$ cat src/ipc_pkg.sv
// Shared types and constants for the IPv4 packet classifier.
package ipc_pkg;

  localparam int LENGTH_BITS  = 25;
  localparam int COUNTER_BITS = 64;
  localparam int QUEUE_DEPTH  = 4;
  localparam int QUEUE_AW     = 2;

  localparam logic [15:0] ETHERTYPE_IPV4 = 16'h0800;
  localparam logic [7:0]  PROTO_ICMP     = 8'd1;
  localparam logic [7:0]  PROTO_TCP      = 8'd6;
  localparam logic [7:0]  PROTO_UDP      = 8'd17;
  localparam logic [15:0] DNS_PORT       = 16'd53;

  typedef enum logic [2:0] {
    CLS_TRUNC      = 3'd0,
    CLS_NON_IPV4   = 3'd1,
    CLS_TRUNC_IPV4 = 3'd2,
    CLS_BAD_IPV4   = 3'd3,
    CLS_TCP        = 3'd4,
    CLS_UDP        = 3'd5,
    CLS_ICMP       = 3'd6,
    CLS_OTHER_IP   = 3'd7
  } class_t;

  // One classified frame as it passes from the parser to the counter stage.
  typedef struct packed {
    class_t                   cls;
    logic [31:0]              src_addr;
    logic [31:0]              dst_addr;
    logic                     addr_ok;
    logic [15:0]              src_port;
    logic [15:0]              dst_port;
    logic                     port_ok;
    logic                     dns;
    logic [LENGTH_BITS-1:0]   len;
  } frame_info_t;

endpackage

$ cat src/ipc_parser.sv
// Front part: parses frame bytes and classifies each finished frame.
module ipc_parser import ipc_pkg::*; (
  input  logic        clk,
  input  logic        rst_n,
  input  logic        byte_valid,
  input  logic [7:0]  data_byte,
  input  logic        last_byte,
  input  logic        empty_frame,
  output logic        info_valid,
  output frame_info_t info
);

  localparam logic [LENGTH_BITS-1:0] LEN_MAX = {LENGTH_BITS{1'b1}};

  logic [LENGTH_BITS-1:0] pos_r, pos_nxt;
  logic [15:0] etype_r, etype_nxt;
  logic [5:0]  hdr_r, hdr_nxt;
  logic [7:0]  proto_r, proto_nxt;
  logic [31:0] src_r, src_nxt, dst_r, dst_nxt;
  logic [15:0] sport_r, sport_nxt, dport_r, dport_nxt, flags_r, flags_nxt;
  logic [LENGTH_BITS:0] nlp_r, nlp_nxt;
  logic nonempty_r, nonempty_nxt, ended_r, ended_nxt, bad_r, bad_nxt;

  logic                 take;
  logic [LENGTH_BITS-1:0] len;
  logic [LENGTH_BITS:0] t, lenw, p;
  class_t               cls;
  logic                 dns;

  always_comb begin
    pos_nxt = pos_r; etype_nxt = etype_r; hdr_nxt = hdr_r; proto_nxt = proto_r;
    src_nxt = src_r; dst_nxt = dst_r; sport_nxt = sport_r; dport_nxt = dport_r;
    flags_nxt = flags_r; nlp_nxt = nlp_r; nonempty_nxt = nonempty_r;
    ended_nxt = ended_r; bad_nxt = bad_r;
    take = byte_valid && !empty_frame && (pos_r != LEN_MAX);
    p = {1'b0, pos_r};
    t = (LENGTH_BITS+1)'(14) + {{(LENGTH_BITS-5){1'b0}}, hdr_r};
    if (take) begin
      pos_nxt = pos_r + 1'b1;
      if (p == 12 || p == 13) etype_nxt = {etype_r[7:0], data_byte};
      if (p == 14) begin
        hdr_nxt = {data_byte[3:0], 2'b00};
        nlp_nxt = (LENGTH_BITS+1)'(34) + {{(LENGTH_BITS-5){1'b0}}, data_byte[3:0], 2'b00};
      end else if (p > 14) begin
        if (p == 23) proto_nxt = data_byte;
        if (p >= 26 && p <= 29) src_nxt = {src_r[23:0], data_byte};
        if (p >= 30 && p <= 33) dst_nxt = {dst_r[23:0], data_byte};
        if (p == t || p == t + 1) sport_nxt = {sport_r[7:0], data_byte};
        if (p == t + 2 || p == t + 3) dport_nxt = {dport_r[7:0], data_byte};
        if (p == t + 10 || p == t + 11) flags_nxt = {flags_r[7:0], data_byte};
        if (p == nlp_r && !ended_r && !bad_r) begin
          if (data_byte == 8'd0) ended_nxt = 1'b1;
          else if (data_byte[7:6] != 2'b00) bad_nxt = 1'b1;
          else begin
            nonempty_nxt = 1'b1;
            nlp_nxt = p + 1'b1 + {{(LENGTH_BITS-7){1'b0}}, data_byte};
          end
        end
      end
    end
    // Classification sees the state including this request's byte.
    len  = pos_nxt;
    lenw = {1'b0, len};
    t    = (LENGTH_BITS+1)'(14) + {{(LENGTH_BITS-5){1'b0}}, hdr_nxt};
    if (lenw < 14) cls = CLS_TRUNC;
    else if (etype_nxt != ETHERTYPE_IPV4) cls = CLS_NON_IPV4;
    else if (lenw < 34) cls = CLS_TRUNC_IPV4;
    else if (hdr_nxt < 6'd20 || lenw < t) cls = CLS_BAD_IPV4;
    else if (proto_nxt == PROTO_TCP && lenw >= t + 4) cls = CLS_TCP;
    else if (proto_nxt == PROTO_UDP && lenw >= t + 8) cls = CLS_UDP;
    else if (proto_nxt == PROTO_ICMP) cls = CLS_ICMP;
    else cls = CLS_OTHER_IP;
    dns = (cls == CLS_UDP) && (sport_nxt == DNS_PORT || dport_nxt == DNS_PORT) &&
          (lenw >= t + 20) && !flags_nxt[15] && nonempty_nxt && !bad_nxt &&
          (ended_nxt || nlp_nxt <= lenw);
  end

  logic frame_end;
  assign frame_end = byte_valid && (empty_frame || last_byte);

  always_ff @(posedge clk) begin
    if (!rst_n || frame_end) begin
      pos_r <= '0; etype_r <= '0; hdr_r <= '0; proto_r <= '0; src_r <= '0;
      dst_r <= '0; sport_r <= '0; dport_r <= '0; flags_r <= '0; nlp_r <= '0;
      nonempty_r <= 1'b0; ended_r <= 1'b0; bad_r <= 1'b0;
    end else begin
      pos_r <= pos_nxt; etype_r <= etype_nxt; hdr_r <= hdr_nxt; proto_r <= proto_nxt;
      src_r <= src_nxt; dst_r <= dst_nxt; sport_r <= sport_nxt; dport_r <= dport_nxt;
      flags_r <= flags_nxt; nlp_r <= nlp_nxt; nonempty_r <= nonempty_nxt;
      ended_r <= ended_nxt; bad_r <= bad_nxt;
    end
  end

  logic addr_ok, port_ok;
  assign addr_ok = cls[2];
  assign port_ok = (cls == CLS_TCP) || (cls == CLS_UDP);

  always_ff @(posedge clk) begin
    if (!rst_n) info_valid <= 1'b0;
    else info_valid <= frame_end;
    info.cls      <= cls;
    info.src_addr <= addr_ok ? src_nxt : '0;
    info.dst_addr <= addr_ok ? dst_nxt : '0;
    info.addr_ok  <= addr_ok;
    info.src_port <= port_ok ? sport_nxt : '0;
    info.dst_port <= port_ok ? dport_nxt : '0;
    info.port_ok  <= port_ok;
    info.dns      <= dns;
    info.len      <= len;
  end

  assert property (@(posedge clk) disable iff (!rst_n) info_valid && info.dns |-> info.port_ok)
    else $error("dns flag without ports");
  assert property (@(posedge clk) disable iff (!rst_n)
    info_valid |-> (info.addr_ok == info.cls[2]))
    else $error("address valid mismatches class");
  assert property (@(posedge clk) disable iff (!rst_n) $past(frame_end) |-> pos_r == '0)
    else $error("frame state not cleared");

endmodule

$ cat src/ipc_queue.sv
// Short queue between the parser and the counter stage.
module ipc_queue import ipc_pkg::*; (
  input  logic        clk,
  input  logic        rst_n,
  input  logic        wr_en,
  input  frame_info_t wr_data,
  input  logic        rd_en,
  output frame_info_t rd_data,
  output logic        q_empty,
  output logic [QUEUE_AW:0] q_count
);

  frame_info_t mem [QUEUE_DEPTH];
  logic [QUEUE_AW-1:0] wp_r, rp_r;
  logic [QUEUE_AW:0]   cnt_r;

  always_ff @(posedge clk) begin
    if (wr_en) mem[wp_r] <= wr_data;
  end

  always_ff @(posedge clk) begin
    if (!rst_n) begin
      wp_r <= '0; rp_r <= '0; cnt_r <= '0;
    end else begin
      if (wr_en) wp_r <= wp_r + 1'b1;
      if (rd_en) rp_r <= rp_r + 1'b1;
      cnt_r <= cnt_r + (QUEUE_AW+1)'(wr_en) - (QUEUE_AW+1)'(rd_en);
    end
  end

  assign rd_data = mem[rp_r];
  assign q_empty = (cnt_r == '0);
  assign q_count = cnt_r;

  assert property (@(posedge clk) disable iff (!rst_n) rd_en |-> !q_empty)
    else $error("queue underflow");
  assert property (@(posedge clk) disable iff (!rst_n)
    wr_en && !rd_en |-> cnt_r != (QUEUE_AW+1)'(QUEUE_DEPTH))
    else $error("queue overflow");
  assert property (@(posedge clk) disable iff (!rst_n) cnt_r <= (QUEUE_AW+1)'(QUEUE_DEPTH))
    else $error("queue count out of range");

endmodule

$ cat src/ipc_counters.sv
// Back part: updates frame, byte and class counters and holds the result register.
module ipc_counters import ipc_pkg::*; (
  input  logic        clk,
  input  logic        rst_n,
  input  logic        q_empty,
  input  frame_info_t q_data,
  output logic        q_pop,
  input  logic        out_pop,
  output logic        out_empty,
  output frame_info_t out_info,
  output logic [COUNTER_BITS-1:0] out_class_total,
  output logic [COUNTER_BITS-1:0] out_frame_total,
  output logic [COUNTER_BITS-1:0] out_byte_total
);

  logic [COUNTER_BITS-1:0] frame_cnt_r, byte_cnt_r;
  logic [COUNTER_BITS-1:0] class_cnt_r [8];
  logic                    full_r;
  logic [COUNTER_BITS-1:0] class_new;

  // The output register takes a new request when it is empty or being drained.
  assign q_pop     = !q_empty && (!full_r || out_pop);
  assign out_empty = !full_r;
  assign class_new = class_cnt_r[q_data.cls] + 1'b1;

  always_ff @(posedge clk) begin
    if (!rst_n) begin
      full_r <= 1'b0;
      frame_cnt_r <= '0;
      byte_cnt_r <= '0;
      for (int i = 0; i < 8; i++) class_cnt_r[i] <= '0;
    end else begin
      if (q_pop) begin
        full_r <= 1'b1;
        frame_cnt_r <= frame_cnt_r + 1'b1;
        byte_cnt_r <= byte_cnt_r + COUNTER_BITS'(q_data.len);
        class_cnt_r[q_data.cls] <= class_new;
      end else if (out_pop) begin
        full_r <= 1'b0;
      end
    end
  end

  always_ff @(posedge clk) begin
    if (q_pop) begin
      out_info        <= q_data;
      out_class_total <= class_new;
      out_frame_total <= frame_cnt_r + 1'b1;
      out_byte_total  <= byte_cnt_r + COUNTER_BITS'(q_data.len);
    end
  end

  assert property (@(posedge clk) disable iff (!rst_n) q_pop |=> full_r)
    else $error("result not held");
  assert property (@(posedge clk) disable iff (!rst_n) q_pop |=> out_frame_total == frame_cnt_r)
    else $error("frame total mismatch");
  assert property (@(posedge clk) disable iff (!rst_n) full_r && !out_pop |-> !q_pop)
    else $error("held result overwritten");

endmodule

$ cat src/ipv4_packet_classifier.sv
// Top level of the IPv4 packet classifier.
//   channel   direction  handshake        payload
//   in_       request    push / full      data_byte, last_byte, empty_frame
//   out_      result     pop / empty      class, addresses, ports, dns, length, totals
// One byte is taken per cycle while full is low; a result passes the parser's output
// register, the queue and the counter stage's output register in that order.
// Reset (rst_n low, synchronous) clears all parse state and counters.
// full rises only when the four-entry queue cannot absorb a result in flight;
// out_pop stalls just the counter stage, the parser keeps running until the queue fills.
module ipv4_packet_classifier import ipc_pkg::*; (
  input  logic        clk,
  input  logic        rst_n,
  input  logic        push,
  output logic        full,
  input  logic [7:0]  in_data_byte,
  input  logic        in_last_byte,
  input  logic        in_empty_frame,
  input  logic        pop,
  output logic        empty,
  output logic [2:0]  out_class_code,
  output logic [31:0] out_source_address,
  output logic [31:0] out_dest_address,
  output logic        out_addresses_valid,
  output logic [15:0] out_source_port,
  output logic [15:0] out_dest_port,
  output logic        out_ports_valid,
  output logic        out_dns_query,
  output logic [LENGTH_BITS-1:0]  out_frame_length,
  output logic [COUNTER_BITS-1:0] out_class_total,
  output logic [COUNTER_BITS-1:0] out_frame_total,
  output logic [COUNTER_BITS-1:0] out_byte_total
);

  logic        accept, info_valid, q_empty, q_pop;
  frame_info_t info, q_data, out_info;
  logic [QUEUE_AW:0] q_count;

  // Keep room for the entry already in the parser's output register.
  assign full   = (q_count + (QUEUE_AW+1)'(info_valid)) >= (QUEUE_AW+1)'(QUEUE_DEPTH);
  assign accept = push && !full;

  ipc_parser u_parser (
    .clk, .rst_n,
    .byte_valid(accept), .data_byte(in_data_byte), .last_byte(in_last_byte),
    .empty_frame(in_empty_frame), .info_valid, .info
  );

  ipc_queue u_queue (
    .clk, .rst_n, .wr_en(info_valid), .wr_data(info), .rd_en(q_pop),
    .rd_data(q_data), .q_empty, .q_count
  );

  ipc_counters u_counters (
    .clk, .rst_n, .q_empty, .q_data, .q_pop, .out_pop(pop), .out_empty(empty),
    .out_info, .out_class_total, .out_frame_total, .out_byte_total
  );

  assign out_class_code      = out_info.cls;
  assign out_source_address  = out_info.src_addr;
  assign out_dest_address    = out_info.dst_addr;
  assign out_addresses_valid = out_info.addr_ok;
  assign out_source_port     = out_info.src_port;
  assign out_dest_port       = out_info.dst_port;
  assign out_ports_valid     = out_info.port_ok;
  assign out_dns_query       = out_info.dns;
  assign out_frame_length    = out_info.len;

endmodule
$ cat config.mk
export PLATFORM = sky130hd
export DESIGN_NAME = ipv4_packet_classifier
export DESIGN_NICKNAME = d
export VERILOG_FILES = /design/src/ipc_pkg.sv /design/src/ipc_parser.sv /design/src/ipc_queue.sv /design/src/ipc_counters.sv /design/src/ipv4_packet_classifier.sv
export SDC_FILE = /design/constraint.sdc
export NUM_CORES = 2
export LEC_CHECK = 0
export ABC_AREA = 0
export BUFFER_PORTS_ARGS = -buffer_cell sky130_fd_sc_hd__clkbuf_2
export CAP_MARGIN = 25
export CORE_AREA = 2 2 433 435
export DETAILED_ROUTE_END_ITERATION = 8
export DIE_AREA = 0 0 435 437
export HOLD_SLACK_MARGIN = 0.15
export SKIP_LAST_GASP = 1
export SYNTH_ARGS = -nofsm -noshare
export SYNTH_HDL_FRONTEND = slang
export SYNTH_SLANG_ARGS = --single-unit
$ cat constraint.sdc
create_clock -name clk -period 17 [get_ports clk]
set_clock_uncertainty 0.1 [all_clocks]
set_input_delay 3.4 -clock clk [delete_from_list [all_inputs] [get_ports clk]]
set_output_delay 3.4 -clock clk [all_outputs]
set_load 0.005 [all_outputs]
Word-level counts from Yosys, hierarchy flattened

Memories as Yosys holds them, arrays and structs flattened. A register that Yosys moved wholly into a read port is not among the register bits.
Index checks and enable logic that the tools add are counted.

Flip-flop bits (word level): 779
Memory bits (writable): 1020
Input port bits: 14
Output and inout port bits: 321
Word-level logic and storage cells: 215
Memories: 2

Memory list:

| name                   | depth | width | read ports | clocked after memory_dff | wr ports | RTL line           | text |
|---|---|---|---|---|---|---|---|
| u_counters.class_cnt_r | 8     | 64    | 1          | 0                        | 8        | ipc_counters.sv:17 | `logic [COUNTER_BITS-1:0] class_cnt_r [8];` |
| u_queue.mem            | 4     | 127   | 1          | 1                        | 1        | ipc_queue.sv:13    | `frame_info_t mem [QUEUE_DEPTH];` |

Add/subtract/negate cells: 21
Magnitude comparators: 14
Equality and inequality tests: 20
Muxes and demuxes: 72
Bitwise gates (word level): 1
Reductions and logical operators: 43

Operators by type and width:

| kind                                                                | count |
|---|---|
| 2-to-1 mux 32 bit                                                   | 8 |
| 2-to-1 mux 16 bit                                                   | 14 |
| == test 25 x 32 -> 1 bit                                            | 5 |
| 2-to-1 mux 26 bit                                                   | 6 |
| adder 64 x 1 -> 64 bit (second input constant)                      | 2 |
| greater-or-equal comparator 25 x 32 -> 1 bit                        | 3 |
| adder 26 x 4 -> 27 bit (second input constant)                      | 3 |
| == test 25 x 4 -> 1 bit (second input constant)                     | 3 |
| adder 64 x 25 -> 64 bit                                             | 1 |
| 2-to-1 mux 64 bit                                                   | 1 |
| OR reduction 64 bit                                                 | 1 |
| adder 26 x 2 -> 27 bit (second input constant)                      | 2 |
| == test 25 x 26 -> 1 bit                                            | 2 |
| greater-or-equal comparator 25 x 5 -> 1 bit (second input constant) | 2 |
| == test 16 x 6 -> 1 bit (second input constant)                     | 2 |
| 2-to-1 mux 8 bit                                                    | 4 |
| adder 26 x 1 -> 27 bit (second input constant)                      | 1 |
| adder 26 x 3 -> 27 bit (second input constant)                      | 1 |
| adder 26 x 5 -> 27 bit (second input constant)                      | 1 |
| 2-to-1 mux 1 bit                                                    | 27 |
| adder 25 x 1 -> 26 bit (second input constant)                      | 1 |
| adder 26 x 8 -> 26 bit                                              | 1 |
| <= comparator 26 x 25 -> 1 bit                                      | 1 |
| less-than comparator 25 x 26 -> 1 bit                               | 1 |
| 32 further kinds                                                    | 78 |

Longest topological paths before layout

Depth after elaboration: 24
Depth in mapped cells: 25

By module

From an unflattened synthesis, not the netlist that was laid out.

Cells, all modules: 5552
Area, all modules: 75152.1 um2

Modules (own cells, without submodules):

| module                 | instances | cells an instance | area an instance (um2) | seq. area each (um2) |
|---|---|---|---|---|
| ipc_counters           | 1         | 3230              | 41838.9                | 27536.4 |
| ipc_queue              | 1         | 705               | 18730.5                | 15434.8 |
| ipc_parser             | 1         | 1612              | 14543.9                | 6185.9 |
| ipv4_packet_classifier | 1         | 5                 | 38.8                   | 0.0 |

Worst setup path after synthesis

No wires, ideal clock.

Path type: input to register
Start point: input pop
End point: register u_queue.cnt_r[2], in the netlist u_queue.q_count[2]
Setup time: 128 ps
Arrival: 14290 ps
Slack: 2483 ps
Stages: 10
Buffers on the path: 3
Path through: inv_1 -> a21o_1 -> clkbuf_1 -> inv_1 -> clkbuf_1 -> buf_1 -> ha_1 -> ha_1 -> xnor2_1 -> nor2_1

Longest elaborated chain between the ends: 3

Ends and longest elaborated chain:

| what                      | RTL line                     | text |
|---|---|---|
| from (decl)               | ipv4_packet_classifier.sv:18 | `input logic pop,` |
| logical OR 1 bit          | ipc_counters.sv:22           | `assign q_pop = !q_empty && (!full_r \|\| out_pop);` |
| logical AND 1 bit         | ipc_counters.sv:22           |  |
| via q_pop                 | ipv4_packet_classifier.sv:34 | `logic accept, info_valid, q_empty, q_pop;` |
| subtractor 3 x 1 -> 3 bit | ipc_queue.sv:27              | `cnt_r <= cnt_r + (QUEUE_AW+1)'(wr_en) - (QUEUE_AW+1)'(rd_en);` |
| to (signal assigned)      | ipc_queue.sv:27              |  |
| to (decl)                 | ipc_queue.sv:15              | `logic [QUEUE_AW:0] cnt_r;` |

The timed path passes the listed nets, and every way through them passes these cells.
A chain may end at the register's enable or synchronous reset.

Worst setup path in the final report

Start point: input push
End point: register u_parser.info[63] (netlist name)

Longest elaborated chain between the ends: 13
Elaborated cells on any way between the ends: 24

Ends and longest elaborated chain:

| what                                         | RTL line                     | text |
|---|---|---|
| from (decl)                                  | ipv4_packet_classifier.sv:13 | `input logic push,` |
| logical AND 1 bit (*)                        | ipv4_packet_classifier.sv:40 | `assign accept = push && !full;` |
| logical AND 1 bit (*) (2 in a row)           | ipc_parser.sv:35             | `take = byte_valid && !empty_frame && (pos_r != LEN_MAX);` |
| 2-to-1 mux 6 bit                             | ipc_parser.sv:38             | `if (take) begin` |
| adder 4 x 6 -> 7 bit                         | ipc_parser.sv:64             | `t = (LENGTH_BITS+1)'(14) + {{(LENGTH_BITS-5){1'b0}}, hdr_nxt};` |
| adder 26 x 3 -> 27 bit                       | ipc_parser.sv:69             | `else if (proto_nxt == PROTO_TCP && lenw >= t + 4) cls = CLS_TCP;` |
| greater-or-equal comparator 25 x 32 -> 1 bit | ipc_parser.sv:69             |  |
| logical AND 1 bit                            | ipc_parser.sv:69             |  |
| 2-to-1 mux 3 bit                             | ipc_parser.sv:69             |  |
| 2-to-1 mux 3 bit                             | ipc_parser.sv:68             | `else if (hdr_nxt < 6'd20 \|\| lenw < t) cls = CLS_BAD_IPV4;` |
| 2-to-1 mux 3 bit                             | ipc_parser.sv:67             | `else if (lenw < 34) cls = CLS_TRUNC_IPV4;` |
| 2-to-1 mux 3 bit                             | ipc_parser.sv:66             | `else if (etype_nxt != ETHERTYPE_IPV4) cls = CLS_NON_IPV4;` |
| 2-to-1 mux 3 bit                             | ipc_parser.sv:65             | `if (lenw < 14) cls = CLS_TRUNC;` |

Every way passes the cells marked *; elsewhere a longest branch is shown, timed or not.

==> results summary <==
The tool flagged a number of max-cap violations equal to 0. The starting density of the core came out at 0.399. The fraction of final layout cells sized beyond drive strength 1 came out at 0.158. The worst-case hold slack came out at between 300 and 400 ps. For this run, the detailed router's first-pass iteration total came to 5. The capture point of the critical path is u_parser.info[63]. The filler cells instantiated in the layout total 16.4k.

The synthesis warning total came out at 0. The final setup TNS is 0 ps. For met3 alone, demand over resource in global routing was 0.0311. Ranked by instance count, the synthesized netlist is headed by sky130_fd_sc_hd__edfxtp_1 (1334), sky130_fd_sc_hd__nor2_1 (1008), sky130_fd_sc_hd__dfxtp_1 (447), sky130_fd_sc_hd__mux2i_1 (367), sky130_fd_sc_hd__nand2_1 (341). The violation count after the first detailed-routing iteration came out at between 3k and 4k.

The floorplan step defined a die boundary enclosing 190000 µm². STA classifies the critical path endpoint as a flip-flop. The number of antenna violations at the first check in global routing was 1.

The total internal power is roughly 0.009 W. For this run the aggregate overflow at the end of global routing stands at 0. The congestion estimate from routability-driven global placement came to just under 0.9. Setup violations remaining at the end of the flow were counted as 0. The largest fanout of any net on the critical path came out at 65. In the routed design, unresolved DRC markers number 0.

The area growth from synthesis to layout is 14.4%. The dominant cell by count in the synthesized netlist is sky130_fd_sc_hd__edfxtp_1. Yosys mapped a number of flops with a built-in enable equal to about 1.3k. The count of unique library cells instantiated by Yosys came out at just under 90.

The post-CTS resize count came out at 0. The cell count after synthesis came out at around 5.6k. The run finished with clean final reports. Across the VDD grid, the largest voltage drop is between 150 and 200 µV.

STA puts the critical path data arrival time at 8600 ps. In this run the horizontal extent of the chip is around 440 µm. The logic depth of the worst register-to-register path is 12. The die is 437 µm tall. The worst max-slew margin expressed relative to the limit is 0.263. After clock tree synthesis, the clock-pin slew on the worst setup and hold paths is ~60 ps. For this run, the post-layout net count is about 6k. In this run the worst setup path begins at push. The average footprint of a synthesized cell is 13.3 µm². Summing every instance area after synthesis gives between 70000 and 80000 µm². The TritonCTS clock tree is yes. The number of buffer cells added on primary ports is between 300 and 400. The register area came out at around 49000 µm². The later pin in the worst-skew pair is clocked with a latency of 870 ps.

Setup repair after global routing left no endpoint under its margin. The flop and latch count out of synthesis is between 1.5k and 2k. In the post-synthesis netlist, the biggest area contributors are sky130_fd_sc_hd__edfxtp_1 (54%), sky130_fd_sc_hd__dfxtp_1 (12%), sky130_fd_sc_hd__nor2_1 (5.1%), sky130_fd_sc_hd__mux2i_1 (5.0%), sky130_fd_sc_hd__mux4_2 (4.5%). The core region area came out at roughly 190000 µm². Of the total power, combinational logic draws 0.245.

The most instantiated flip-flop cell in the synthesis netlist is sky130_fd_sc_hd__edfxtp_1. The switching share of power came out at 0.318. The first-pass GRT wire length is between 200 and 300 mm. Derived from the worst setup path, the maximum achievable clock frequency is around 130 MHz.

The global routing usage on met1 is 0.257. Detailed placement ended at an HPWL of around 110 mm. The total clock sinks is between 1.5k and 2k. The all-layer global routing usage came out at 0.189.

between 300 and 400 I/O pins were placed. The number of vias in the routed layout is around 44k. The worst setup path is launched from a primary input. In this run the most used layer during global routing was met2. The count of hold-fix buffers inserted at cts is 0. The number of pins with negative max-slew slack in the final report came out at 0.

The sum of routed wire length over all layers came out at ~180 mm. The terminus of the critical flop-to-flop path is u_counters.out_class_total[36]. The time the worst path needs with I/O delays and setup is 7990 ps. The cell depth of the worst hold path came out at 2. The antenna violation net count after detailed routing came out at 0. In the global route stage, met2 resource usage came out at 0.311. The CTS buffer count came out at ~190. The deepest level of the CTS H-tree is 4. For this design the ratio of total power to cell area is ~150 nW/µm². Summed over all cells, the static leakage comes to between 30 and 40 nW.

The fraction of registers with async set/reset is 0. The analysis attributes to net switching a power of roughly 0.0041 W. The count of endpoints failing hold in the final timing report came out at 0. For the worst setup path, the data required time is 17620 ps.

The share of the synthesized area in the top cell type is 0.542. The minimum setup slack among reg-to-reg paths came out at around 9500 ps. The critical path is of the in -> reg type. The post-synthesis sequential area ratio came out at 0.663.

The worst-case clock buffer depth came out at 3. The largest net degree at the start of global routing came out at about 150. The number of global-route vias before repair is around 44k. The number of setup buffers added after CTS came out at 0. The largest area contributor in the synthesized netlist is sky130_fd_sc_hd__edfxtp_1. The number of placement rows came out at ~160. The worst hold path belongs to the class reg -> reg.

The slew at the pin closest to its max-slew limit came out at about 1100 ps. The cell sitting at the root of the clock tree is a sky130_fd_sc_hd__clkbuf_16. The post-detailed-route via-to-cell ratio is 5.23.

The combined area of the multi-input logic cells came out at approximately 23000 µm². Dividing the detail-routed wire length by the instance count gives between 20 and 25 µm. The portion of the clock cycle consumed by the worst path in the final layout came out at 0.470.

The sequential fraction of design power came out at 0.442. The fraction of power consumed by the clock network came out at 0.314.
## cell usage in the layout, fill, tap and decap left out, types with 33 or more instances in the layout
cell type / n
sky130_fd_sc_hd__nor4_1: 33
sky130_fd_sc_hd__nor3_1: 59
sky130_fd_sc_hd__inv_1: 150
sky130_fd_sc_hd__nand2_1: 324
sky130_fd_sc_hd__clkbuf_2: 335
sky130_fd_sc_hd__mux2i_1: 367
sky130_fd_sc_hd__a21oi_1: 138
sky130_fd_sc_hd__ha_1: 99
sky130_fd_sc_hd__nand4_1: 55
sky130_fd_sc_hd__clkinv_2: 37
sky130_fd_sc_hd__dfxtp_1: 445
sky130_fd_sc_hd__o21ai_0: 81
sky130_fd_sc_hd__a22oi_1: 65
sky130_fd_sc_hd__edfxtp_1: 1334
sky130_fd_sc_hd__xnor2_1: 177
sky130_fd_sc_hd__clkbuf_1: 43
sky130_fd_sc_hd__xor2_1: 160
sky130_fd_sc_hd__and2_1: 36
sky130_fd_sc_hd__and3_1: 49
sky130_fd_sc_hd__nor2_1: 1006
sky130_fd_sc_hd__mux4_2: 146
sky130_fd_sc_hd__nand3_1: 125
sky130_fd_sc_hd__clkbuf_16: 186
sky130_fd_sc_hd__buf_4: 71
## power by group through the flow
| stage | combinational (W) | clock, W | sequential (W) |
|---|---|---|---|
| after floorplan | 0.00199 | 0 | 0.00597 |
| after global placement | 0.00320 | 0 | 0.00584 |
| after detailed placement | 0.00323 | 0 | 0.00585 |
| after CTS | 0.00324 | 0.00419 | 0.00577 |
| after global routing | 0.00347 | 0.00435 | 0.00581 |
| final | 0.00319 | 0.00409 | 0.00576 |
## worst min path at each step
stage                              start                    to
floorplan            u_parser.nonempty_r   u_parser.nonempty_r
global placement    u_parser.etype_r[11]  u_parser.etype_r[11]
detailed placement  u_parser.etype_r[10]  u_parser.etype_r[10]
CTS                 u_parser.etype_r[10]  u_parser.etype_r[10]
global route         u_parser.etype_r[8]   u_parser.etype_r[8]
finish              u_parser.etype_r[10]  u_parser.etype_r[10]
## registers in the layout, summed over array words and instances (netlist names), 8 cells and up, named ones only
signal                      cells
u_parser.dport_r               16
u_counters.out_class_total     64
u_counters.out_info           126
u_queue.mem                   504
u_counters.frame_cnt_r         64
u_counters.class_cnt_r        512
u_parser.dst_r                 32
u_parser.nlp_r                 26
u_counters.out_byte_total      64
u_parser.pos_r                 25
u_parser.sport_r               16
u_parser.src_r                 32
u_counters.byte_cnt_r          64
u_parser.proto_r                8
u_parser.info                 126
u_parser.etype_r               16
u_counters.out_frame_total     64
## worst max-delay path: stages
cell	delay (ps)
sky130_fd_sc_hd__clkbuf_2	100
sky130_fd_sc_hd__nor2b_1	680
sky130_fd_sc_hd__nand2_1	220
sky130_fd_sc_hd__a21oi_1	170
sky130_fd_sc_hd__buf_4	230
sky130_fd_sc_hd__nand2_1	520
sky130_fd_sc_hd__nor2_1	250
sky130_fd_sc_hd__a21oi_1	90
sky130_fd_sc_hd__and2_1	250
sky130_fd_sc_hd__xnor2_1	470
sky130_fd_sc_hd__inv_1	100
sky130_fd_sc_hd__ha_1	300
sky130_fd_sc_hd__or3_1	340
sky130_fd_sc_hd__o21ai_0	90
sky130_fd_sc_hd__a211oi_1	80
sky130_fd_sc_hd__nor3b_1	300
sky130_fd_sc_hd__or2_2	170
sky130_fd_sc_hd__buf_4	600
sky130_fd_sc_hd__nor2_1	130
## kinds of logic after synthesis
family                     after synthesis  share of synthesized area
AOI/OAI and AO/OA                      441                     0.0381
xor gates and xnor gates               359                     0.0450
adders and majority gates              102                     0.0174
buffers and inverters                  455                     0.0255
DFF                                   1781                      0.663
muxes                                  525                     0.0964
other                                    1                  0.0000508
and+or+nand+nor                       1892                      0.114
## stage by stage
step | setup slack [ps] | instance area [µm²] | power (W) | utilization | instances
after floorplan | 2480 | 73900 | 0.00796 | - | 5558
after global placement | 8240 | 78100 | 0.00904 | 0.422 | 8143
after global routing | 8640 | 84500 | 0.0136 | 0.457 | 8502
final | 9010 | 84500 | 0.0130 | 0.457 | 8505
after CTS | 9080 | 84500 | 0.0132 | 0.457 | 8499
after detailed placement | 8150 | 78200 | 0.00908 | 0.423 | 8148
## layout make-up
type,count,area share
Inverter,154,0.00696
Multi-Input combinational cell,3322,0.274
Timing Repair Buffer,414,0.0285
Clock inverter,109,0.0148
Tap cell,2480,0.0367
Sequential cell,1781,0.580
Antenna cell,3,0.0000888
Clock buffer,242,0.0590
## metal layers
layer  wire length [µm]  up-vias
met5                  0        -
met2              87700     1174
met4               4560        0
met1              81100    22400
li1                   -    20700
met3               9170      276
No activity file was read; power rests on OpenSTA's default activity.
